File: src/design/bfc_pkg.sv
// Shared types and constants for the bfloat16 / float32 converter.
// No dependencies; used by every module of the block.
package bfc_pkg;

	localparam int unsigned CFG_DATA_W = 3;
	localparam int unsigned CFG_IDX_W  = 1;

	localparam logic [CFG_IDX_W-1:0] CFG_FP_PRESENT = 1'd0;
	localparam logic [CFG_IDX_W-1:0] CFG_DYN_RM     = 1'd1;

	localparam logic [2:0] RM_RNE  = 3'd0;
	localparam logic [2:0] RM_RTZ  = 3'd1;
	localparam logic [2:0] RM_RDN  = 3'd2;
	localparam logic [2:0] RM_RUP  = 3'd3;
	localparam logic [2:0] RM_RMM  = 3'd4;
	localparam logic [2:0] RM_RSV5 = 3'd5;
	localparam logic [2:0] RM_RSV6 = 3'd6;
	localparam logic [2:0] RM_DYN  = 3'd7;

	localparam logic ACT_NARROW = 1'b0;
	localparam logic ACT_WIDEN  = 1'b1;

	localparam logic [31:0] CANON_NAN32 = 32'h7FC0_0000;
	localparam logic [31:0] BOX32_TAG   = 32'hFFFF_FFFF;
	localparam logic [47:0] BOX16_TAG   = 48'hFFFF_FFFF_FFFF;
	localparam logic [7:0]  EXP_ONES    = 8'hFF;

	localparam int unsigned FLAG_INVALID_BIT  = 4;
	localparam int unsigned FLAG_OVERFLOW_BIT = 2;
	localparam int unsigned FLAG_INEXACT_BIT  = 0;

	typedef struct packed {
		logic        action;
		logic [63:0] source_value;
		logic [2:0]  round_mode;
	} in_t;

	typedef struct packed {
		logic [63:0] result_value;
		logic        illegal;
		logic [4:0]  flags_raised;
	} out_t;

	typedef struct packed {
		logic       fp_present;
		logic [2:0] dynamic_round_mode;
	} cfg_t;

endpackage

File: src/design/bf16_fp32_converter.sv
// Top level of the bfloat16 / float32 converter; uses bfc_pkg, bfc_cfg_regs
// and bfc_convert.
//
// Converts one NaN-boxed operand per word: float32 to bfloat16 with five
// rounding modes, or bfloat16 to float32, returning the NaN-boxed result, an
// illegal-instruction indication and the invalid, overflow and inexact flags.
// The block takes one word every cycle while in_stall is low. Each word passes
// through the input register and then the result register, with the whole
// conversion done in the logic between them. A stalled output holds its word
// while the input register keeps accepting until it is also occupied. Write
// configuration only while no word is in flight.
module bf16_fp32_converter (
	input  logic                              clk,
	input  logic                              arst_n,
	input  logic                              in_valid,
	output logic                              in_stall,
	input  bfc_pkg::in_t                      in_word,
	output logic                              out_valid,
	input  logic                              out_stall,
	output bfc_pkg::out_t                     out_word,
	input  logic                              cfg_we,
	input  logic [bfc_pkg::CFG_IDX_W-1:0]     cfg_index,
	input  logic [bfc_pkg::CFG_DATA_W-1:0]    cfg_data
);

	bfc_pkg::cfg_t cfg;
	bfc_pkg::in_t  word_s1;
	logic          valid_s1;
	bfc_pkg::out_t res_s2;
	logic          valid_s2;
	bfc_pkg::out_t conv;
	logic          s2_ready;
	logic          s1_ready;

	bfc_cfg_regs u_cfg (
		.clk       (clk),
		.arst_n    (arst_n),
		.cfg_we    (cfg_we),
		.cfg_index (cfg_index),
		.cfg_data  (cfg_data),
		.cfg       (cfg)
	);

	bfc_convert u_conv (
		.in_word (word_s1),
		.cfg     (cfg),
		.res     (conv)
	);

	assign s2_ready = !valid_s2 || !out_stall;
	assign s1_ready = !valid_s1 || s2_ready;
	assign in_stall = !s1_ready;

	always_ff @(posedge clk or negedge arst_n) begin
		if (!arst_n) begin
			valid_s1 <= 1'b0;
			valid_s2 <= 1'b0;
		end else begin
			if (s1_ready) begin
				valid_s1 <= in_valid;
			end
			if (s2_ready) begin
				valid_s2 <= valid_s1;
			end
		end
	end

	always_ff @(posedge clk) begin
		if (s1_ready && in_valid) begin
			word_s1 <= in_word;
		end
		if (s2_ready && valid_s1) begin
			res_s2 <= conv;
		end
	end

	assign out_valid = valid_s2;
	assign out_word  = res_s2;

endmodule

File: src/design/bfc_cfg_regs.sv
// Configuration registers of the converter: FP enable and dynamic rounding mode.
// Depends on bfc_pkg.
module bfc_cfg_regs (
	input  logic                              clk,
	input  logic                              arst_n,
	input  logic                              cfg_we,
	input  logic [bfc_pkg::CFG_IDX_W-1:0]     cfg_index,
	input  logic [bfc_pkg::CFG_DATA_W-1:0]    cfg_data,
	output bfc_pkg::cfg_t                     cfg
);

	bfc_pkg::cfg_t cfg_q;

	always_ff @(posedge clk or negedge arst_n) begin
		if (!arst_n) begin
			cfg_q.fp_present         <= 1'b1;
			cfg_q.dynamic_round_mode <= bfc_pkg::RM_RNE;
		end else if (cfg_we) begin
			unique case (cfg_index)
				bfc_pkg::CFG_FP_PRESENT: cfg_q.fp_present <= cfg_data[0];
				bfc_pkg::CFG_DYN_RM:     cfg_q.dynamic_round_mode <= cfg_data;
			endcase
		end
	end

	assign cfg = cfg_q;

endmodule

File: src/design/bfc_convert.sv
// Conversion datapath: legality check, NaN-box unpacking, widening and
// rounded narrowing of one word. Depends on bfc_pkg.
module bfc_convert (
	input  bfc_pkg::in_t  in_word,
	input  bfc_pkg::cfg_t cfg,
	output bfc_pkg::out_t res
);

	logic        illegal;
	logic [2:0]  mode;
	logic [63:0] src;

	logic [15:0] h;
	logic        boxed16;
	logic        nan16;
	logic [31:0] wide_v;
	logic        wide_inv;

	logic [31:0] x;
	logic        boxed32;
	logic        nan32;
	logic [31:0] nv;
	logic        narrow_inv;
	logic        lsb;
	logic        grd;
	logic        stk;
	logic        inc;
	logic [15:0] rsum;
	logic        ovf;
	logic        inexact;

	always_comb begin
		src = in_word.source_value;
		illegal = !cfg.fp_present
			|| in_word.round_mode == bfc_pkg::RM_RSV5
			|| in_word.round_mode == bfc_pkg::RM_RSV6
			|| (in_word.round_mode == bfc_pkg::RM_DYN && cfg.dynamic_round_mode > bfc_pkg::RM_RMM);
		mode = (in_word.round_mode == bfc_pkg::RM_DYN) ? cfg.dynamic_round_mode
			: in_word.round_mode;

		h        = src[15:0];
		boxed16  = src[63:16] == bfc_pkg::BOX16_TAG;
		nan16    = h[14:7] == bfc_pkg::EXP_ONES && h[6:0] != 7'd0;
		wide_inv = boxed16 && nan16 && !h[6];
		wide_v   = (!boxed16 || nan16) ? bfc_pkg::CANON_NAN32 : {h, 16'h0000};

		x          = src[31:0];
		boxed32    = src[63:32] == bfc_pkg::BOX32_TAG;
		nan32      = x[30:23] == bfc_pkg::EXP_ONES && x[22:0] != 23'd0;
		narrow_inv = boxed32 && nan32 && !x[22];
		nv         = (!boxed32 || nan32) ? bfc_pkg::CANON_NAN32 : x;

		lsb = nv[16];
		grd = nv[15];
		stk = |nv[14:0];
		unique case (mode)
			bfc_pkg::RM_RNE: inc = grd && (lsb || stk);
			bfc_pkg::RM_RTZ: inc = 1'b0;
			bfc_pkg::RM_RDN: inc = (grd || stk) && nv[31];
			bfc_pkg::RM_RUP: inc = (grd || stk) && !nv[31];
			bfc_pkg::RM_RMM: inc = grd;
			default:         inc = 1'b0;
		endcase
		rsum    = nv[31:16] + {15'h0000, inc};
		ovf     = inc && rsum[14:7] == bfc_pkg::EXP_ONES && nv[30:23] != bfc_pkg::EXP_ONES;
		inexact = grd || stk || ovf;

		res = '0;
		if (illegal) begin
			res.illegal = 1'b1;
		end else if (in_word.action == bfc_pkg::ACT_WIDEN) begin
			res.result_value = {bfc_pkg::BOX32_TAG, wide_v};
			res.flags_raised[bfc_pkg::FLAG_INVALID_BIT] = wide_inv;
		end else begin
			res.result_value = {bfc_pkg::BOX16_TAG, rsum};
			res.flags_raised[bfc_pkg::FLAG_INVALID_BIT]  = narrow_inv;
			res.flags_raised[bfc_pkg::FLAG_OVERFLOW_BIT] = ovf;
			res.flags_raised[bfc_pkg::FLAG_INEXACT_BIT]  = inexact;
		end
	end

endmodule

File: config.mk
export PLATFORM = sky130hd
export DESIGN_NAME = bf16_fp32_converter
export DESIGN_NICKNAME = d
export VERILOG_FILES = /design/src/design/bfc_pkg.sv /design/src/design/bf16_fp32_converter.sv /design/src/design/bfc_cfg_regs.sv /design/src/design/bfc_convert.sv
export SDC_FILE = /design/constraint.sdc
export NUM_CORES = 1
export LEC_CHECK = 0
export BUFFER_PORTS_ARGS = -buffer_cell sky130_fd_sc_hd__buf_2
export CAP_MARGIN = 30
export CORE_MARGIN = 2
export CORE_UTILIZATION = 56
export CTS_BUF_LIST = sky130_fd_sc_hd__clkbuf_8
export DETAILED_ROUTE_END_ITERATION = 8
export GPL_ROUTABILITY_DRIVEN = 0
export GPL_TIMING_DRIVEN = 0
export PLACE_DENSITY_LB_ADDON = 0.25
export SLEW_MARGIN = 5
export SYNTH_ARGS = -nofsm -noshare
export SYNTH_HDL_FRONTEND = slang
export SYNTH_SLANG_ARGS = --single-unit
File: constraint.sdc
create_clock -name clk -period 7.9 [get_ports clk]
set_clock_uncertainty 0.15 [all_clocks]
set_input_delay 0.395 -clock clk [delete_from_list [all_inputs] [get_ports clk]]
set_output_delay 0.395 -clock clk [all_outputs]
set_load 0.01 [all_outputs]
# Yosys cells after proc, flatten, opt, wreduce, memory -nomap -nowiden
# Index checks and enable logic that the tools add are counted.
[word_totals] out_inout_bits=72 input_bits=77 regBits=142
[op_classes] n_mux=7 n_addsub=1 n_eq_ne=12 n_bitwise=1 magnitude_cmp=1 reduce_logical=41
[op_table] operator="$mux W32" count=3
[op_table] operator="$eq A48 B48 Y1 const B" count=1
[op_table] operator="$eq A32 B32 Y1 const B" count=1
[op_table] operator="$eq A8 B8 Y1 const B" count=3
[op_table] operator="$reduce_bool A23 Y1" count=1
[op_table] operator="$add A16 B1 Y16" count=1
[op_table] operator="$reduce_or A15 Y1" count=1
[op_table] operator="$logic_and A1 B1 Y1" count=14
[op_table] operator="$eq A3 B3 Y1 const B" count=4
[op_table] operator="$logic_not A1 Y1" count=10
[op_table] operator="$logic_or A1 B1 Y1" count=10
[op_table] operator="$ne A8 B8 Y1 const B" count=1
[op_table] operator="$reduce_bool A7 Y1" count=1
[op_table] operator="$eq A3 B2 Y1 const B" count=2
[op_table] operator="$pmux W1 S4" count=1
[op_table] operator="$reduce_and A2 Y1" count=2
[op_table] operator="$gt A3 B3 Y1 const B" count=1
[op_table] operator="$logic_not A3 Y1" count=1
[op_table] operator="$mux W3" count=1
[op_table] operator="$mux W1" count=2
[op_table] operator="$reduce_or A2 Y1" count=1
[op_table] operator="$not A1 Y1" count=1

# Longest topological paths before layout
[depth] word_depth=13 mapped_depth=12 mapped_depth_nobuf=12

# Hierarchy
# A second synthesis with hierarchy kept.
[hier_totals] hier_cells=353 hier_area_um2=5739.3
[modules_own_cells] mod="bf16_fp32_converter" cells_each=146 area_per_inst_um2=4236.6 n_inst=1 seq_area_each_um2=4194.0
[modules_own_cells] mod="bfc_convert" cells_each=197 area_per_inst_um2=1342.5 n_inst=1 seq_area_each_um2=0.0
[modules_own_cells] mod="bfc_cfg_regs" cells_each=10 area_per_inst_um2=160.2 n_inst=1 seq_area_each_um2=101.3

# Least setup slack after synthesis
# OpenSTA, ideal clock, no wires.
[synth_timing] path_kind="register to register" from="register valid_s2, in the netlist out_valid" to="register res_s2 (netlist bit out_word[0]) (enable)" path_slack_ps=4085 setup_ps=488 t_arrival_ps=3177 path_stages_with_launch=2 path_buffers=0 required_ps=7262 cell_sequence="dfrtp_1 -> a21boi_0"
[synth_via] elab_chain_len=3
[synth_rtl] item="start: declaration" line="bf16_fp32_converter.sv:30" source="logic valid_s2;"
[synth_rtl] item="start signal: assignment" line="bf16_fp32_converter.sv:63" source="valid_s2 <= valid_s1;"
[synth_rtl] item="$logic_not A1 Y1" line="bf16_fp32_converter.sv:50" source="assign s2_ready = !valid_s2 || !out_stall;"
[synth_rtl] item="$logic_or A1 B1 Y1" line="bf16_fp32_converter.sv:50"
[synth_rtl] item="$logic_and A1 B1 Y1" line="bf16_fp32_converter.sv:72" source="if (s2_ready && valid_s1) begin"
[synth_rtl] item="end signal: assignment" line="bf16_fp32_converter.sv:73" source="res_s2 <= conv;"
[synth_rtl] item="end: declaration" line="bf16_fp32_converter.sv:29" source="bfc_pkg::out_t res_s2;"
# Every way passes these cells.
# A chain may end at the register's enable or synchronous reset.

# Final worst setup path
[layout_timing] from="register word_s1[5] (netlist bit)" to="register res_s2 (netlist bit out_word[2]), data pin"
[layout_via] elab_chain_len=12 word_cells_on_any_way=17 classes_between="1 x add/sub; 2 x eq/ne; 2 x mux; 12 x reduce/logical"
[layout_rtl] item="start: declaration" line="bf16_fp32_converter.sv:27" source="bfc_pkg::in_t word_s1;"
[layout_rtl] item="start signal: assignment" line="bf16_fp32_converter.sv:70" source="word_s1 <= in_word;"
[layout_rtl] item="$reduce_bool A23 Y1" line="bfc_convert.sv:49" source="nan32 = x[30:23] == bfc_pkg::EXP_ONES && x[22:0] != 23'd0;"
[layout_rtl] item="$logic_and A1 B1 Y1" line="bfc_convert.sv:49"
[layout_rtl] item="$logic_or A1 B1 Y1" line="bfc_convert.sv:51" source="nv = (!boxed32 || nan32) ? bfc_pkg::CANON_NAN32 : x;"
[layout_rtl] item="$mux W32 (*)" line="bfc_convert.sv:51"
[layout_rtl] item="$reduce_or A15 Y1" line="bfc_convert.sv:55" source="stk = |nv[14:0];"
[layout_rtl] item="$logic_or A1 B1 Y1, on equally long branches" line="bfc_convert.sv:59, bfc_convert.sv:60, bfc_convert.sv:57"
[layout_rtl] item="$logic_and A1 B1 Y1, on equally long branches" line="bfc_convert.sv:60, bfc_convert.sv:57, bfc_convert.sv:59"
[layout_rtl] item="$pmux W1 S4" line="bfc_convert.sv:56" source="unique case (mode)"
[layout_rtl] item="$add A16 B1 Y16" line="bfc_convert.sv:64" source="rsum = nv[31:16] + {15'h0000, inc};"
[layout_rtl] item="$eq A8 B8 Y1" line="bfc_convert.sv:65" source="ovf = inc && rsum[14:7] == bfc_pkg::EXP_ONES && nv[30:23] != bfc_pkg::EXP_ONES;"
[layout_rtl] item="$logic_and A1 B1 Y1" line="bfc_convert.sv:65"
[layout_rtl] item="$logic_and A1 B1 Y1 (*)" line="bfc_convert.sv:65"
# Mark *: on every way between the ends. The rest lies on a longest branch, timed or not.

==> results.sh <==
export IMPL_wl_per_cell_um=14.09
export IMPL_drv_cap=0
export IMPL_grt_max_degree=69
export IMPL_postLayoutCellArea_um2=5692
export IMPL_layout_drive_gt1_share=0.4428
export IMPL_synth_edf_count=105
export IMPL_vias=2967
export IMPL_crit_arrival_ns=4.06
export IMPL_cp_required_ns=7.94
export IMPL_total_leakage_power_nw=2.356
export IMPL_startpoint_type="flip-flop"
export IMPL_path_depth=12
export IMPL_antenna_found_initial=0
export IMPL_initial_core_util=0.5665
export IMPL_slew_viol_final=0
export IMPL_overflow=0
export IMPL_grt_pass1_wl_um=12510
export IMPL_yosysWarnings=0
export IMPL_hold_class="in2reg"
export IMPL_r2r_end="out_word[2]$_SDFFCE_PP0P_"
export IMPL_reg2reg_slack_ns=3.87
export IMPL_power_density_nw_per_um2=210.7
export IMPL_fin_hold_ws_ns=0.03877
export IMPL_placed_area_um2=5484
export IMPL_cp_num_buf_inv=0
export IMPL_antenna_cells=0
export IMPL_end_kind="flip-flop"
export IMPL_crit_fanout=7
export IMPL_drt_first_pass_iters=5
export IMPL_rsz0062_at_grt="no"
export IMPL_reg2regPathDepth=12
export IMPL_layout_min_cycle_time_ns=4.028
export IMPL_ff_latch_area_um2=3304
export IMPL_nets=546
export IMPL_max_stage_delay_ns=0.51
export IMPL_reg2reg_from="word_s1[5]$_DFFE_PP_"
export IMPL_yosysSeqAreaShare=0.7208
export IMPL_period_share=0.5099
export IMPL_crit_start="word_s1[5]$_DFFE_PP_"
export IMPL_ios=149
export IMPL_dieHeight_um=94.48
export IMPL_multi_input_area_um2=1015
export IMPL_outcome="complete, no violations"
export IMPL_fillers=594
export IMPL_critPathKind="reg2reg"
export IMPL_clkSinkCount=111
export IMPL_worst_skew_pair_late_latency_ns=0.37
export IMPL_io_buffers=146
export IMPL_drcViolationCount=0
export IMPL_ys_seq_elements=111
export IMPL_area_delta_synth_final_pct=24.15
export IMPL_drt_total_wl_um=8129
export IMPL_viasPerCell=5.142
export IMPL_path_clk_slew_ns=0.10
export IMPL_crit_path_end="out_word[2]$_SDFFCE_PP0P_"
export IMPL_syn_instance_count=307
export IMPL_synth_avg_cell_area_um2=14.93
export IMPL_worstMarginPinSlew_ns=0.8676
export IMPL_root_buffer="clkbuf_8"
export IMPL_yosysUniqueCellTypes=50
export IMPL_yosysTopAreaCell="edfxtp_1"
export IMPL_tritoncts="done"
export IMPL_relSlewSlack=0.4216
export IMPL_fmax_mhz=248.2
export IMPL_std_cell_rows=33
export IMPL_grt_pass1_vias=2663
export IMPL_setup_tns_ns=0
export IMPL_clockBufferDepth=2
export IMPL_coreArea_um2=8093
export IMPL_ys_async_sr_fraction=0.05405
export IMPL_netlist_area_um2=4584
export IMPL_synth_ff_type="edfxtp_1"
export IMPL_path_cells="nor4_1 -> nand4_1 -> o21bai_1 -> nand2_1 -> nor2_1 -> ha_1 -> ha_1 -> nand2_1 -> nor4_1 -> xnor2_1 -> a2111oi_0 -> nor4bb_1"
export IMPL_synthTopCellsByArea="edfxtp_1 (69%), buf_4 (5.4%), dfrtp_1 (2.7%)"
export IMPL_crit_path_top_delay_cell="a2111oi_0"
export IMPL_htreeDepth=3
export IMPL_finalHoldViolations=0
export IMPL_ant_nets=0
export IMPL_cts_buffers=9
export IMPL_drt_iter0_drc=144
export IMPL_synth_top_area_frac=0.6878
export IMPL_grtUsageTotal=0.1869
export IMPL_hpwl_um=6003
export IMPL_finalSetupViolations=0
export IMPL_postCtsSetupBuffers=0
export IMPL_ir_worst_vdd_v=0.0001293
export IMPL_design_die_area_um2=8926
export IMPL_cp_top_family="simple AND/OR/NAND/NOR gates"
export IMPL_die_x_um=94.48
## synth_stat cells (8+ instances only)
| cell type | number |
|---|---|
| edfxtp_1 | 105 |
| buf_4 | 33 |
| nand2_1 | 15 |
| nand4_1 | 13 |
| a21oi_1 | 11 |
| nor2_1 | 11 |
| nand3_1 | 10 |
| o21a_1 | 10 |
| a21o_1 | 8 |
| nor4_1 | 8 |
## kinds of logic (layout without fill, tap and decap cells)
| family | after synthesis | count (layout) | share of synthesized area |
|---|---|---|---|
| compound gates | 45 | 45 | 0.06632 |
| xor+xnor | 10 | 10 | 0.01910 |
| fa+ha+maj | 2 | 2 | 0.005458 |
| buf+inv | 42 | 206 | 0.06168 |
| flops | 111 | 111 | 0.7208 |
| mux | 4 | 4 | 0.009552 |
| other cells | 1 | 2 | 0.0008180 |
| simple gates | 92 | 92 | 0.1163 |
## registers in the layout (all words and copies together), names as in the netlist
signal,count
word_s1,68
out_valid,1
valid_s1,1
out_word,37
u_cfg.cfg,4
## worst min-delay path by stage
stage | from | end | cells past startpoint
finish | in_word[9] | word_s1[9]$_DFFE_PP_ | 1
global route | in_word[9] | word_s1[9]$_DFFE_PP_ | 1
global placement | arst_n | valid_s1$_DFFE_PN0N_ | 1
detailed placement | arst_n | out_valid$_DFFE_PN0P_ | 1
CTS | in_word[32] | word_s1[32]$_DFFE_PP_ | 1
floorplan | arst_n | out_valid$_DFFE_PN0P_ | 0
## cell usage in the layout (no fill, tap or decap), types with 6 or more instances in the layout
master / n
nor2_1: 11
clkbuf_8: 9
buf_2: 147
o21a_1: 10
nand2_1: 15
edfxtp_1: 105
a21o_1: 8
a21oi_1: 11
buf_4: 33
nand4_1: 13
nor4_1: 8
inv_1: 6
nand3_1: 10
## per-stage QoR
step	util	power (mW)	cells	worst slack (ns)
floorplan	-	0.8173	308	4.085
detailed placement	0.6776	0.8854	560	4.158
global placement	0.6735	0.8794	559	3.155
global route	0.7033	1.250	577	3.422
CTS	0.7033	1.208	577	3.985
finish	0.7033	1.199	577	3.872
## routing by layer
layer  share of wire  up-vias  track usage  wire, um
met5               0        -            0         0
met4           0.024        0      0.08333       195
met3           0.088       17      0.04709       712
met2            0.49      125       0.2988      3953
met1            0.40     1366       0.2447      3267
li1                -     1459            -         -
## what timing repair did
action / in CTS / in global routing
hold endpoints to repair: 6 / 0
resized for setup: 0 / 0
hold buffers: 1 / 0
## final cells by class
type                       instances  area share
sequential                       111      0.5806
multi-input combinational        155      0.1783
timing repair buffer             148      0.1337
buffer                            37     0.04638
tap                              105     0.02308
clock buffer                       9     0.02176
clock inverter                     7     0.01297
inverter                           5    0.003297
## where the power goes
group	total, mW	switching, mW	leakage [nW]	internal (mW)
combinational	0.148	0.0724	1.17	0.0752
clock	0.329	0.182	0.0933	0.147
sequential	0.723	0.0259	1.09	0.697
total	1.20	0.280	2.36	0.919
(Power assumes the default switching activity.)
